[config.mk]
export PLATFORM = sky130hd
export DESIGN_NAME = ttem_ram
export DESIGN_NICKNAME = d
export VERILOG_FILES = /design/src/rtl/ttem_ram.sv
export SDC_FILE = /design/constraint.sdc
export NUM_CORES = 2
export LEC_CHECK = 0
export BUFFER_PORTS_ARGS = -buffer_cell sky130_fd_sc_hd__buf_2
export CAP_MARGIN = 40
export CORE_MARGIN = 2
export CORE_UTILIZATION = 57
export CTS_CLUSTER_DIAMETER = 80
export DETAILED_ROUTE_END_ITERATION = 10
export PLACE_DENSITY = 0.78
export SLEW_MARGIN = 20
export SYNTH_ARGS = -nofsm -noshare
export SYNTH_HDL_FRONTEND = slang
export SYNTH_SLANG_ARGS = --single-unit
export TNS_END_PERCENT = 50
[constraint.sdc]
create_clock -name clk -period 2.2 [get_ports clk]
set_input_delay 0.22 -clock clk [delete_from_list [all_inputs] [get_ports clk]]
set_output_delay 0.22 -clock clk [all_outputs]
set_load 0.005 [all_outputs]
[src/rtl/ttem_ram.sv]
`timescale 1ns / 1ps

// Simple dual-port RAM: one write port, one read port, registered read data
module ttem_ram #(
  parameter int WIDTH = 8,
  parameter int DEPTH = 256
) (
  input  logic                     clk,
  input  logic                     we,
  input  logic [$clog2(DEPTH)-1:0] waddr,
  input  logic [WIDTH-1:0]         wdata,
  input  logic [$clog2(DEPTH)-1:0] raddr,
  output logic [WIDTH-1:0]         rdata
);

  logic [WIDTH-1:0] mem [DEPTH];

  always_ff @(posedge clk) begin
    if (we) begin
      mem[waddr] <= wdata;
    end
    rdata <= mem[raddr];
  end

endmodule

==> results.ini <==
[placement]
gp_congestion = 0.9294
place_hpwl_um = 130300
port_buffers = 33
placedInstanceArea_sq_um = 87400

[critical_path]
worst-path-buf-inv = 1
startpoint_type = flip-flop
path_common_cell = mux4_2
rrSetupSlack_ns = -0.16
slowest_stage = mux4_2
path_delay_family = multiplexers
rr_worst_depth = 6
crit_arrival_ns = 3.07
r2r-end = rdata[1]
crit_chain = mux4_2 > mux4_2 > nor2b_4 > nor4_4 > buf_4 > nor4_2
timing.rr.start = mem[67][1]
setup.worst_path.end_class = flip-flop
crit_required_ns = 2.91
path_max_fanout = 1
critical-path-max-stage-delay_ns = 0.53
crit_type = reg2reg

[layout]
final_area_sq_um = 93890
nNetsFinal = 4517
drive_gt1_frac = 0.3393
syn_to_final_growth_pct = 18.02

[floorplanning]
chipWidth_um = 377.6
row_count = 137
coreArea_sq_um = 139000
initial_core_util = 0.5723
die_area_sq_um = 142600
top_level_ports = 34
die_h_um = 377.6

[clock_network]
worstSkewPairLatency_ns = 0.83
cts_made_buffers = 189
cts.sinks = 2056
clockBufferDepth = 3
tritoncts = built
clk_pin_slew_ns = 0.07
cts_setup_buffers = 0
htree_levels = 4
cts.root.buffer_cell = clkbuf_16

[grt]
antenna_found_initial = 16
grt_pass1_vias = 43760
grt.total_usage = 0.2942
grt_pass1_wl_um = 299500
grt_max_degree = 94
grt_overflow = 0

[route]
drt_first_pass_iters = 8
drc = 0
drt-wirelength-per-cell_um = 31.76
antenna_left = 0
totalWireLength_um = 207600
first_iter_violations = 7002
via_count = 43260
viasPerCell = 6.617

[logic_synthesis]
synthMuxAreaShare = 0.1462
synth_area_leader_cell = edfxtp_1
synth.most_common_cell = edfxtp_1
synth_top_family_by_area = multiplexers
synthXorXnorAreaFrac = 0
synth_compound_area_frac = 0.03419
async_reset_ff_frac = 0
ys_warn_count = 0
synth_ff_type = edfxtp_1
synth_edf_count = 2048
synthTopCellsByCount = 2048 x edfxtp_1, 454 x mux4_2, 282 x nor2_1
syn_avg_cell_area_sq_um = 21.31
yosys.area_share.simple = 0.02628
synth_area_sq_um = 79560
ys_seq_elements = 2056
yosysTopAreaCellShare = 0.7730
syn_nets = 3759
synth_cells = 3733
synthTopCellsByArea = edfxtp_1 77%, mux4_2 13%, mux2i_1 1.7%
ys_types = 55
synth-adder-area-share = 0
synth-seq-area-share = 0.7750

[pwr]
power_density_nw_per_um2 = 858.8
power_mw = 80.63
seqPwrFrac = 0.537
p_int_mw = 63.16
clkPwrFrac = 0.405
p_sw_mw = 17.48
p_leak_nw = 30.71
swShare = 0.2167
pwr-share-comb = 0.058
peakVddDrop_mv = 0.8690

[timing]
rsz0062_at_grt = yes
finalCriticalPeriod_ns = 2.360
drv_slew = 0
hold_violations = 0
maxSlewHeadroom = 0.4231
final.setup.worst_slack_ns = -0.1598
finalClockSkew_ns = 0.02167
max_freq_mhz = 423.8
setup_violations = 8
fin_crit_sh = 1.073
whs_ns = 0.04170
tightest_slew_ns = 0.8654

[hold_path]
hold_depth = 1
min_from = wdata[5]
hold_end = mem[130][5]
hold_class = in2reg

[status]
failed_checks = setup timing
status = finished, violations left

[flow_run]
drv_cap = 0

-- worst max-delay path by stage --
| stage | end | start | depth (start not counted) | slack [ns] |
|---|---|---|---|---|
| final | rdata[1] | mem[67][1] | 6 | -0.16 |
| after global routing | rdata[4] | raddr[0] | 12 | -0.16 |
| after CTS | rdata[0] | mem[67][0] | 7 | -0.20 |
| after floorplan | rdata[2] | raddr[0] | 9 | 0.04 |
| after detailed placement | rdata[4] | raddr[0] | 12 | -1.15 |
| after global placement | rdata[7] | raddr[0] | 11 | -1.54 |
-- logic make-up (layout without fill, tap and decap cells) --
group                  Yosys count  count (layout)
DFF                           2056            2056
muxes                          591             591
and+or+nand+nor                466             466
AOI/OAI and AO/OA              385             385
buffers and inverters          235            1156
other                            0               8
-- metal layers --
layer,vias to the layer above,share of wire,global-route usage
li1,17210,-,-
met1,22140,0.34,0.3906
met4,14,0.049,0.1352
met5,-,0.00048,0
met3,562,0.13,0.07075
met2,3332,0.48,0.4669
-- final cells by class --
type | instances | area (sq um)
Antenna cell | 8 | 20.02
Inverter | 2 | 7.507
Tap cell | 1876 | 2347
Sequential cell | 2056 | 61660
Fill cell | 8016 | 45130
Clock buffer | 234 | 5011
Clock inverter | 120 | 1139
Timing Repair Buffer | 800 | 6919
Multi-Input combinational cell | 1442 | 16790
-- placed cells by master, fill, tap and decap left out, types with 7 or more instances in the layout --
cell type	n
buf_4	691
clkinv_1	47
nor4_2	14
mux2i_1	134
clkbuf_16	191
mux4_2	454
nor2_1	278
nor3_1	17
a221oi_1	8
bufinv_16	15
o22ai_1	28
o21ai_0	10
a22oi_1	131
clkbuf_1	36
nand2b_1	8
nand2_1	33
dfxtp_1	8
a22o_1	8
a211oi_1	12
a21oi_1	95
buf_2	22
nand4_1	10
clkbuf_8	15
buf_12	71
nor2b_1	25
inv_16	7
o221ai_1	44
diode_2	8
edfxtp_1	2048
nor4_1	9
nand3_1	34
o211ai_1	10
clkinv_2	42
-- what timing repair did --
action                                  CTS  global route
gates resized for setup                  22            25
endpoints found under the hold margin   229             0
hold buffers                              6             0
endpoints found under the setup margin    8             8
pin swaps                                 5            12
-- worst register-to-register path: cells and delay by family (launching register included) --
| kind | cells | cell delay [ns] |
|---|---|---|
| simple gates | 3 | 0.56 |
| mux | 2 | 1.06 |
| buf+inv | 1 | 0.22 |
| flops | 1 | 0.39 |
-- stage by stage --
stage          TNS, ns  instances    util  worst slack (ns)
2_1_floorplan        0       3733       -           0.04206
3_3_place_gp    -8.458       6169  0.6285            -1.541
3_5_place_dp    -7.462       6171  0.6287            -1.150
4_1_cts        -0.9423       6531  0.6743           -0.2017
5_1_grt        -0.8232       6531  0.6753           -0.1570
6_report       -0.7734       6538  0.6754           -0.1598
-- power by group through the flow --
stage,clock [mW],combinational (mW),sequential [mW]
floorplan,0,2.10,44.0
global placement,0,4.36,44.1
detailed placement,0,4.48,44.1
CTS,32.9,4.60,43.3
global route,34.2,4.87,43.2
finish,32.7,4.70,43.3
-- state kept, by name, summed over array words and instances, names as in the netlist --
name / cells
mem: 2048
rdata: 8
(Power assumes the default switching activity.)
